--- config.mk ---
export PLATFORM = sky130hd
export DESIGN_NAME = wtsg_mul
export DESIGN_NICKNAME = d
export VERILOG_FILES = /design/src/wtsg_pkg.sv /design/src/wtsg_mul.sv
export SDC_FILE = /design/constraint.sdc
export NUM_CORES = 1
export LEC_CHECK = 0
export BUFFER_PORTS_ARGS = -buffer_cell sky130_fd_sc_hd__buf_2
export CELL_PAD_IN_SITES_DETAIL_PLACEMENT = 0
export CELL_PAD_IN_SITES_GLOBAL_PLACEMENT = 2
export CORE_MARGIN = 4
export CORE_UTILIZATION = 45
export CTS_BUF_LIST = sky130_fd_sc_hd__clkbuf_8
export DETAILED_ROUTE_END_ITERATION = 10
export GPL_ROUTABILITY_DRIVEN = 0
export PLACE_DENSITY = 0.91
export SETUP_SLACK_MARGIN = 0.2
export SLEW_MARGIN = 40
export SYNTH_ARGS = -nofsm -noshare
export SYNTH_HDL_FRONTEND = slang
export SYNTH_SLANG_ARGS = --single-unit
--- constraint.sdc ---
create_clock -name i_clk -period 13.9 [get_ports i_clk]
set_input_delay 0.695 -clock i_clk [delete_from_list [all_inputs] [get_ports i_clk]]
set_output_delay 0.695 -clock i_clk [all_outputs]
set_load 0.02 [all_outputs]
--- src/wtsg_pkg.sv ---
// wtsg_pkg: shared types and constants of the wavetable sound generator
// used by wtsg_mul and wavetable_sound_generator, depends on nothing
package wtsg_pkg;

    localparam int VOICES       = 3;
    localparam int VOICE_W      = $clog2(VOICES);
    localparam int WAVE_LENGTH  = 32;
    localparam int POS_W        = $clog2(WAVE_LENGTH);
    localparam int REG_COUNT    = 32;
    localparam int REG_AW       = $clog2(REG_COUNT);
    localparam int NIB_W        = 4;
    localparam int FREQ_W       = 20;
    localparam int PHASE_W      = 32;
    localparam int SCALE_W      = 16;
    localparam int SAMPLE_W     = 16;
    localparam int WAVE_W       = 8;
    localparam int ADDR_W       = 9;
    localparam int ACC_W        = 14;

    localparam int MUL_A_W      = FREQ_W + 1;
    localparam int MUL_B_W      = SCALE_W + 1;
    localparam int PROD_W       = MUL_A_W + MUL_B_W;

    localparam int VOL_BASE     = 'h15;
    localparam int SEL_BASE     = 'h05;
    localparam int FREQ_BASE    = 'h11;
    localparam int FREQ_LOW     = 'h10;
    localparam int VOICE_STRIDE = 5;

    localparam logic [SCALE_W-1:0]         STEP_RESET = 16'd8192;
    localparam logic signed [MUL_B_W-1:0]  GAIN       = 17'sd48;
    localparam logic signed [SAMPLE_W-1:0] OUT_MAX    = 16'sh7fff;
    localparam logic signed [SAMPLE_W-1:0] OUT_MIN    = 16'sh8000;

    typedef enum logic [1:0] {
        CMD_TICK = 2'd0,
        CMD_REG  = 2'd1,
        CMD_WAVE = 2'd2
    } t_cmd;

    typedef enum logic [7:0] {
        S_IDLE = 8'b0000_0001,
        S_RD   = 8'b0000_0010,
        S_MUL  = 8'b0000_0100,
        S_ACC  = 8'b0000_1000,
        S_GAIN = 8'b0001_0000,
        S_SAT  = 8'b0010_0000,
        S_PMUL = 8'b0100_0000,
        S_PADD = 8'b1000_0000
    } t_state;

    typedef struct packed {
        logic                       en;
        logic signed [MUL_A_W-1:0]  a;
        logic signed [MUL_B_W-1:0]  b;
    } t_mul_req;

endpackage

--- src/wtsg_mul.sv ---
// wtsg_mul: shared signed multiplier with a registered product
// depends on wtsg_pkg
module wtsg_mul (
    input  logic                                   i_clk,
    input  wtsg_pkg::t_mul_req                     i_req,
    output logic signed [wtsg_pkg::PROD_W-1:0]     o_prod
);

    logic signed [wtsg_pkg::PROD_W-1:0] r_prod;

    always_ff @(posedge i_clk) begin
        if (i_req.en) begin
            r_prod <= wtsg_pkg::PROD_W'(i_req.a) * wtsg_pkg::PROD_W'(i_req.b);
        end
    end

    assign o_prod = r_prod;

endmodule

After elaboration in Yosys (flattened, before gate mapping) --
Cells that the tools add are included.
Word-level totals: flip-flop bits (word level) 38, logic and storage cells 2
Operators by class: multipliers 1
Operators by type and width (number):
- $mul A21 B17 Y38 | 1

Longest topological paths before layout --
Gate-level depths: netlist of run 1.
depth in word-level cells 1, mapped depth 25, depth with buffers taken out 23

Worst setup path after synthesis of run 1 --
No wires, ideal clock.
path kind input port to flip-flop, from in i_req[35] (netlist name), to reg r_prod (netlist bit o_prod[37]) (data pin), data arrival time 6.360 ns, setup slack 7.274 ns, stages on the path 24, cell sequence clkbuf_1 > nand2_1 > fa_1 > inv_1 > fa_1 > inv_1 > fa_1 > inv_1 > fa_1 > fa_1 > inv_1 > fa_1 > inv_1 > ha_1 > buf_4 > nand4_1 > inv_1 > a211oi_1 > o21a_1 > or3b_1 > or3b_1 > a21o_1 > nand3_1 > or3b_1
On the way: word-level cells in the longest chain between the ends 1
RTL lines:
- start: declaration | line wtsg_mul.sv:5 | input wtsg_pkg::t_mul_req i_req,
- $mul A21 B17 Y38 | line wtsg_mul.sv:13 | r_prod <= wtsg_pkg::PROD_W'(i_req.a) * wtsg_pkg::PROD_W'(i_req.b);
- end signal: assignment | line wtsg_mul.sv:13
- end: declaration | line wtsg_mul.sv:9 | logic signed [wtsg_pkg::PROD_W-1:0] r_prod;
No other way between the ends. A chain may end at the register's enable or synchronous reset.

Final worst setup path of run 1 --
from in i_req[6] (netlist name), to reg r_prod (netlist bit o_prod[36]) (data pin)
The elaborated chain is that of the path after synthesis.

==> impl_metrics.ini, run 1 <==
[run_status]
status = finished, final reports clean

[layout]
drive_gt1_share_pct = 5.71
areaGrowthSynthToFinish_pct = 5.17
diodes = 0
largest_register_ffs = 38
fin_util_pct = 48.6
fin_nets = 2028

[route]
drtIter0Drc = 378
routed_wl_mm = 33.8
vias_per_cell = 5.11
ant_nets = 0
drcViolationCount = 0
drt_first_pass_iters = 4
wl_per_cell_um = 17.5
num_vias = 9885

[clock_network]
cts_sinks = 38
cts_buffers = 5
hold_buffers = 0
post_cts_resized = 0
cts_buffer_depth = 2
cts_root_buffer = clkbuf_8
cts_tree = yes
h-tree-depth = 2
post_cts_buffers = 0
clk_pin_slew_ns = 0.08

[grt]
antenna_found_initial = 0
gr-usage-all-layers_pct = 20.5
grt_pass1_wl_mm = 55.7
grt_pass1_vias = 11000
grt_max_degree = 39
grt_overflow_total = 0

[synth]
synth_area_um2 = 14300
synth_ff_type = edfxtp_1
ys_seq_elements = 38
synth_top_cell_area_share_pct = 49.9
synthSimpleGateAreaFrac_pct = 15.5
synth_fp_nets = 2004
async_flop_share_pct = 0
synth_edf_count = 38
synthMuxAreaShare_pct = 0.149
synth-xor-area-share_pct = 2.09
synth_top_family_by_area = adder cells
synth_top_area_cell = fa_1
avgSynthCellArea_um2 = 9.42
synth-seq-area-share_pct = 7.99
synthTopCellsByArea = fa_1 50%, inv_1 10%, ha_1 8.1%
synthAdderAreaFrac_pct = 58.1
synth_compound_area_share_pct = 4.31
synth_cell_types = 47
synthCells = 1515
yosysWarnings = 0

[sta]
post-route-period-util_pct = 49.7
slew_violations = 0
setup_viol = 0
fmax_ghz = 0.145
totalNegativeSetupSlack_ns = 0
rsz0062_at_grt = no
relSlewSlack_pct = 51.1
finalHoldViolCount = 0
worst_pin_slew_ns = 0.731
layout_min_cycle_time_ns = 6.91

[placement]
dp_hpwl_mm = 28.3
port_buffers = 77

[die]
rows = 64
die-area_um2 = 34600
start_util_pct = 46.2
coreArea_um2 = 30900
die_x_um = 186
die_height_um = 186
io_pins = 78

[setup_path]
critPathRequiredTime_ns = 14.07
setup.worst_path.start = i_req[6]
critPathLaunchType = primary input
critical_path_class = in2reg
critPathMaxFanout = 21
end_kind = flip-flop
arrival_ns = 7.09

[run]
drv_cap = 0

[worst_hold_path]
min_from = i_req[38]
hold_path_class = in2reg
[cell families after synthesis]
family	count (synthesis)
xor gates and xnor gates	34
and+or+nand+nor	446
DFF	38
adders and majority gates	449
buffers and inverters	452
muxes	2
AOI/OAI and AO/OA	94
[Yosys cell counts (all sizes together), types with 11 or more instances]
cell type    n
a21o        16
a21oi       29
and2       166
clkbuf      57
edfxtp      38
fa         356
ha          93
inv        392
nand2      190
nand3       11
nor2        37
o21ai       15
xnor2       26
[critical path: stages]
cell and delay [ns]:
buf_2 0.44, nand2_1 0.16, fa_1 0.54, inv_1 0.05, fa_1 0.48, inv_1 0.05, fa_1 0.49, inv_1 0.05
fa_1 0.53, inv_1 0.05, fa_1 0.47, inv_1 0.05, fa_1 0.48, ha_1 0.48, nand2_1 0.09, o211ai_1 0.23
a211o_1 0.16, a21oi_1 0.05, o31ai_1 0.53, a21oi_1 0.16, a21oi_1 0.38, mux2_2 0.38, nand3_1 0.06
[cells in the final DEF, fill, tap and decap left out, types with 7 or more instances in the layout]
master / count
a21o_1: 16
a21oi_1: 29
and2_1: 166
buf_2: 76
edfxtp_1: 38
fa_1: 356
ha_1: 93
inv_1: 392
nand2_1: 190
nand2b_1: 8
nand3_1: 11
nor2_1: 37
nor3_1: 8
o21a_1: 7
o21ai_0: 15
xnor2_1: 26
xor2_1: 8
[stage by stage]
step,hold slack [ns],instance area (um2),instances,setup WS [ns]
3_3_place_gp,1.14,14900,1928,6.75
2_1_floorplan,0.807,14300,1515,7.27
3_5_place_dp,1.14,14900,1928,6.69
4_1_cts,0.900,15000,1936,7.02
6_report,0.888,15000,1936,6.99
5_1_grt,0.913,15000,1936,6.57
[routing by layer]
layer,wire length (um),GRT usage [%]
met1,13300,24.9
met2,18800,39.5
met3,893,1.87
met4,795,4.26
met5,0,0
[worst paths after layout]
path,endpoint,slack [ns],depth (start not counted)
max,o_prod[36],6.99,23
min,o_prod[36],0.89,1
[cell type report]
cell class	count	area, um2
Fill cell	2993	15900
Multi-Input combinational cell	1025	11400
Inverter	392	1470
Sequential cell	38	1140
Tap cell	396	495
Timing Repair Buffer	77	388
Clock buffer	5	68.8
Clock inverter	3	16.3
Power of run 1 is left out: the tool's default activity adds up to more than one toggle a clock period on the data nets, which glitch-free logic cannot reach.
==> inputs of run 2 (changes only) <==
--- a/config.mk
+++ b/config.mk
@@ -9,11 +9,11 @@
 export CELL_PAD_IN_SITES_DETAIL_PLACEMENT = 0
 export CELL_PAD_IN_SITES_GLOBAL_PLACEMENT = 2
 export CORE_MARGIN = 4
-export CORE_UTILIZATION = 45
+export CORE_UTILIZATION = 38
 export CTS_BUF_LIST = sky130_fd_sc_hd__clkbuf_8
 export DETAILED_ROUTE_END_ITERATION = 10
 export GPL_ROUTABILITY_DRIVEN = 0
-export PLACE_DENSITY = 0.91
+export PLACE_DENSITY = 0.82
 export SETUP_SLACK_MARGIN = 0.2
 export SLEW_MARGIN = 40
 export SYNTH_ARGS = -nofsm -noshare
==> constraint.sdc (replaced) <==
create_clock -name i_clk -period 6.2 [get_ports i_clk]
set_input_delay 0.31 -clock i_clk [delete_from_list [all_inputs] [get_ports i_clk]]
set_output_delay 0.31 -clock i_clk [all_outputs]
set_load 0.02 [all_outputs]
==> run 2 against run 1 <==
Against the previous run: die area grew 18%; worst setup slack lost 6.8 ns; critical path depth shrank 1; first-iteration DRC count shrank 12%; routed wire length grew 4.1%; non-clock buffer count grew 147; cell area grew 11%; global-route usage shrank 2.2 points; via count grew 3.5%; critical path type unchanged.
==> impl_metrics.ini, run 2 (synthesis gave the netlist of run 1 again) <==
[die]
start_util_pct = 38.7
die_height_um = 202
die-area_um2 = 40700
io_pins = 78
coreArea_um2 = 36900
die_x_um = 202
rows = 70

[sta]
layout_min_cycle_time_ns = 5.97
rsz0062_at_grt = yes
finalHoldViolCount = 0
setup_viol = 0
relSlewSlack_pct = 60.2
slew_violations = 0
worst_pin_slew_ns = 0.590
totalNegativeSetupSlack_ns = 0
post-route-period-util_pct = 96.2
fmax_ghz = 0.168

[grt]
grt_pass1_vias = 11900
antenna_found_initial = 1
gr-usage-all-layers_pct = 18.2
grt_overflow_total = 0
grt_max_degree = 39
grt_pass1_wl_mm = 59.9

[layout]
multiInputGateArea_um2 = 11600
diodes = 0
seq_area_um2 = 1140
layout_common_cells = 385 x inv_1, 353 x fa_1, 188 x nand2_1, 160 x and2_1, 152 x buf_4
nFillCells = 3655
final_common_cell = inv_1
areaGrowthSynthToFinish_pct = 16.7
fin_nets = 2175
fin_util_pct = 45.2
largest_register_ffs = 38
drive_gt1_share_pct = 16.1
design_area_um2 = 16700

[setup_path]
critPathRequiredTime_ns = 6.25
crit_path_cell_trace = buf_4 > and2_4 > fa_1 > inv_1 > fa_1 > inv_1 > fa_1 > inv_1 > fa_1 > fa_1 > fa_1 > inv_2 > ha_4 > a21o_1 > a21o_1 > a211oi_1 > o21a_1 > or3b_1 > or3b_4 > a21o_1 > nand3_1 > or3b_1
setup.worst_path.start = i_req[33]
max_stage_delay_ns = 0.55
critPathLaunchType = primary input
end_kind = flip-flop
critical_path_class = in2reg
crit_path_end = o_prod[37]
path_buf_inv = 5
cp_slowest_cell = fa_1
cp_common_cell = fa_1
critPathMaxFanout = 7
worst-path-stages = 22
cpLargestDelayFamily = adder cells
arrival_ns = 6.02

[route]
drt_first_pass_iters = 6
wl_per_cell_um = 16.1
drcViolationCount = 0
num_vias = 10200
drtIter0Drc = 331
routed_wl_mm = 35.2
vias_per_cell = 4.67
ant_nets = 0

[placement]
dpl_cell_area_um2 = 16200
port_buffers = 77
dp_hpwl_mm = 31.1

[clock_network]
cts_buffer_depth = 2
cts_sinks = 38
cts_buffers = 5
cts_root_buffer = clkbuf_8
h-tree-depth = 2
clk_pin_slew_ns = 0.08
cts_tree = yes

[run]
drv_cap = 0

[worst_hold_path]
hold_path_class = in2reg
worstHoldPathCells = 1

[run_status]
status = finished, final reports clean
-- run 2: cell types whose count changed in the layout (fill, tap and decap cells not counted), moves of 6 or more --
cell | previous run | this run
buf_2 | 76 | 50
inv_2 | 0 | 6
and2_4 | 0 | 6
inv_1 | 392 | 385
buf_6 | 0 | 12
a21oi_2 | 0 | 6
a21oi_1 | 29 | 22
and2_1 | 166 | 160
buf_4 | 1 | 152
-- run 2: timing repair --
item / CTS / global route
hold endpoints to repair: 0 / 0
cloned: 0 / 2
setup endpoints to repair: 11 / 11
pin swaps: 4 / 30
setup buffers: 0 / 5
hold buffers: 0 / 0
gates resized for setup: 25 / 54
-- run 2: final cells by class --
class	count	share of cell area, %
inverter	392	8.85
timing repair buffer	224	10.2
clock inverter	3	0.413
sequential	38	6.85
tap	504	3.78
multi-input combinational	1025	69.5
clock buffer	5	0.413
-- run 2: worst min-delay path by stage --
stage / to / slack (ns) / start
after floorplan: o_prod[0] / 0.42 / i_req[38]
after global placement: o_prod[2] / 0.76 / o_prod[2]
after detailed placement: o_prod[2] / 0.76 / o_prod[2]
after CTS: o_prod[5] / 0.50 / i_req[38]
after global routing: o_prod[5] / 0.51 / i_req[38]
final: o_prod[5] / 0.51 / i_req[38]
-- run 2: metal layers --
| metal | vias to the layer above | GRT usage (%) | wire length (um) |
|---|---|---|---|
| li1 | 4758 | - | - |
| met1 | 5327 | 21.2 | 13900 |
| met2 | 111 | 36.7 | 19800 |
| met3 | 32 | 1.67 | 830 |
| met4 | 2 | 2.81 | 589 |
| met5 | - | 0 | 13 |
-- run 2: through the flow --
stage          hold WS, ns  instances  setup WS, ns
2_1_floorplan        0.422       1515         0.179
3_3_place_gp         0.762       2176        -0.259
3_5_place_dp         0.759       2176        -0.286
4_1_cts              0.495       2184         0.200
5_1_grt              0.513       2191        0.0548
6_report             0.507       2191         0.233
Power of run 2 is left out for the same reason.
==> inputs of run 3 (changes only) <==
--- a/config.mk
+++ b/config.mk
@@ -6,14 +6,14 @@
 export NUM_CORES = 1
 export LEC_CHECK = 0
 export BUFFER_PORTS_ARGS = -buffer_cell sky130_fd_sc_hd__buf_2
-export CELL_PAD_IN_SITES_DETAIL_PLACEMENT = 0
-export CELL_PAD_IN_SITES_GLOBAL_PLACEMENT = 2
+export CELL_PAD_IN_SITES_DETAIL_PLACEMENT = 1
+export CELL_PAD_IN_SITES_GLOBAL_PLACEMENT = 1
 export CORE_MARGIN = 4
-export CORE_UTILIZATION = 38
+export CORE_UTILIZATION = 46
 export CTS_BUF_LIST = sky130_fd_sc_hd__clkbuf_8
 export DETAILED_ROUTE_END_ITERATION = 10
 export GPL_ROUTABILITY_DRIVEN = 0
-export PLACE_DENSITY = 0.82
+export PLACE_DENSITY = 0.81
 export SETUP_SLACK_MARGIN = 0.2
 export SLEW_MARGIN = 40
 export SYNTH_ARGS = -nofsm -noshare
==> run 3 against run 2 <==
Against the previous run: final cell count shrank 4.7%; routed wire length grew 17%; via count grew 5.9%; cell area is essentially flat; utilization grew 9.3 points; critical path depth grew 6; non-clock buffer count grew 4.
==> impl_metrics.ini, run 3 (synthesis gave the netlist of run 1 again) <==
[run_status]
status = finished, final reports clean

[die]
die_height_um = 184
rows = 64
coreArea_um2 = 30600
die-area_um2 = 33900
start_util_pct = 46.7
io_pins = 78
die_x_um = 184

[setup_path]
critical_path_class = in2reg
cp_slowest_cell = fa_1
cp_common_cell = buf_4
max_stage_delay_ns = 0.53
arrival_ns = 6.06
critPathRequiredTime_ns = 6.26
cpLargestDelayFamily = adder cells
end_kind = flip-flop
critPathMaxFanout = 8
critPathLaunchType = primary input
path_buf_inv = 13
worst-path-stages = 28

[grt]
met2_usage_pct = 50.1
grt_pass1_vias = 13300
grt_pass1_wl_mm = 66.7
grt_max_degree = 39
busiest_layer = met2
grt_overflow_total = 0
grt_use_met3_pct = 2.57
antenna_found_initial = 0
gr-usage-all-layers_pct = 25.3
gr-usage-met1_pct = 26.0

[worst_hold_path]
worstHoldPathCells = 1
hold_path_class = in2reg
min_to = o_prod[5]
min_from = i_req[38]

[placement]
dp_hpwl_mm = 36.0
port_buffers = 77
placedCellCount = 2064

[sta]
setup_viol = 0
finalHoldViolCount = 0
relSlewSlack_pct = 59.9
post-route-period-util_pct = 96.8
worst_pin_slew_ns = 0.598
fmax_ghz = 0.167
rsz0062_at_grt = yes
slew_violations = 0
layout_min_cycle_time_ns = 6.00
hold_slack_ns = 0.496

[route]
drt_first_pass_iters = 4
drtIter0Drc = 402
drcViolationCount = 0
ant_nets = 0
routed_wl_mm = 41.1
wl_per_cell_um = 19.7
num_vias = 10800
vias_per_cell = 5.19

[clock_network]
cts_buffers = 5
cts_root_buffer = clkbuf_8
cts_buffer_depth = 2
cts_sinks = 38
h-tree-depth = 2
cts_tree = yes
clk_pin_slew_ns = 0.09

[layout]
largest_register_ffs = 38
drive_gt1_share_pct = 17.5
fin_nets = 2179
areaGrowthSynthToFinish_pct = 16.8
fin_cells = 2087
diodes = 0
layout_common_cells = 383 x inv_1, 344 x fa_1, 186 x nand2_1, 159 x and2_1, 151 x buf_4
final_common_cell = inv_1

[run]
drv_cap = 0
## run 3: changes by cell type in the layout (fill, tap and decap cells not counted), moves of 3 or more
cell / delta
buf_6: +7
buf_8: +5
clkbuf_4: -3
fa_1: -9
fa_2: +9
nor2_1: -3
## run 3: worst max path at each step
stage / from / end / slack, ns
final: i_req[33] / o_prod[27] / 0.20
after global routing: i_req[2] / o_prod[37] / 0.04
after CTS: i_req[24] / o_prod[37] / 0.17
after floorplan: i_req[10] / o_prod[37] / 0.18
after global placement: i_req[2] / o_prod[37] / -0.17
after detailed placement: i_req[5] / o_prod[37] / -0.42
## run 3: layer usage
metal / share of wire, % / wire length (um) / vias to the layer above
met2: 56 / 23000 / 246
met1: 34 / 14000 / 5677
met5: 0 / 0 / -
li1: - / - / 4767
met3: 3.0 / 1250 / 148
met4: 6.8 / 2780 / 0
## run 3: cell type report
cell class,count,area [um2]
timing repair buffer,228,1760
inverter,392,1480
sequential,38,1140
multi-input combinational,1025,11700
tap,396,495
clock buffer,5,68.8
fill,3497,13900
clock inverter,3,68.8
## run 3: metrics by stage
| stage | worst slack [ns] | cell area, um2 | TNS, ns | util [%] |
|---|---|---|---|---|
| floorplan | 0.179 | 14400 | 0 | - |
| finish | 0.197 | 16700 | 0 | 54.5 |
| global placement | -0.172 | 16000 | -0.486 | 52.3 |
| CTS | 0.175 | 16500 | 0 | 54.0 |
| global route | 0.0356 | 16700 | 0 | 54.5 |
| detailed placement | -0.416 | 16000 | -2.62 | 52.3 |
## run 3: timing repair
item / CTS / global route
hold buffers: 0 / 0
resized for setup: 81 / 41
pin swaps: 29 / 22
buffers inserted: 14 / 1
setup endpoints to repair: 11 / 13
Power of run 3 is left out for the same reason.
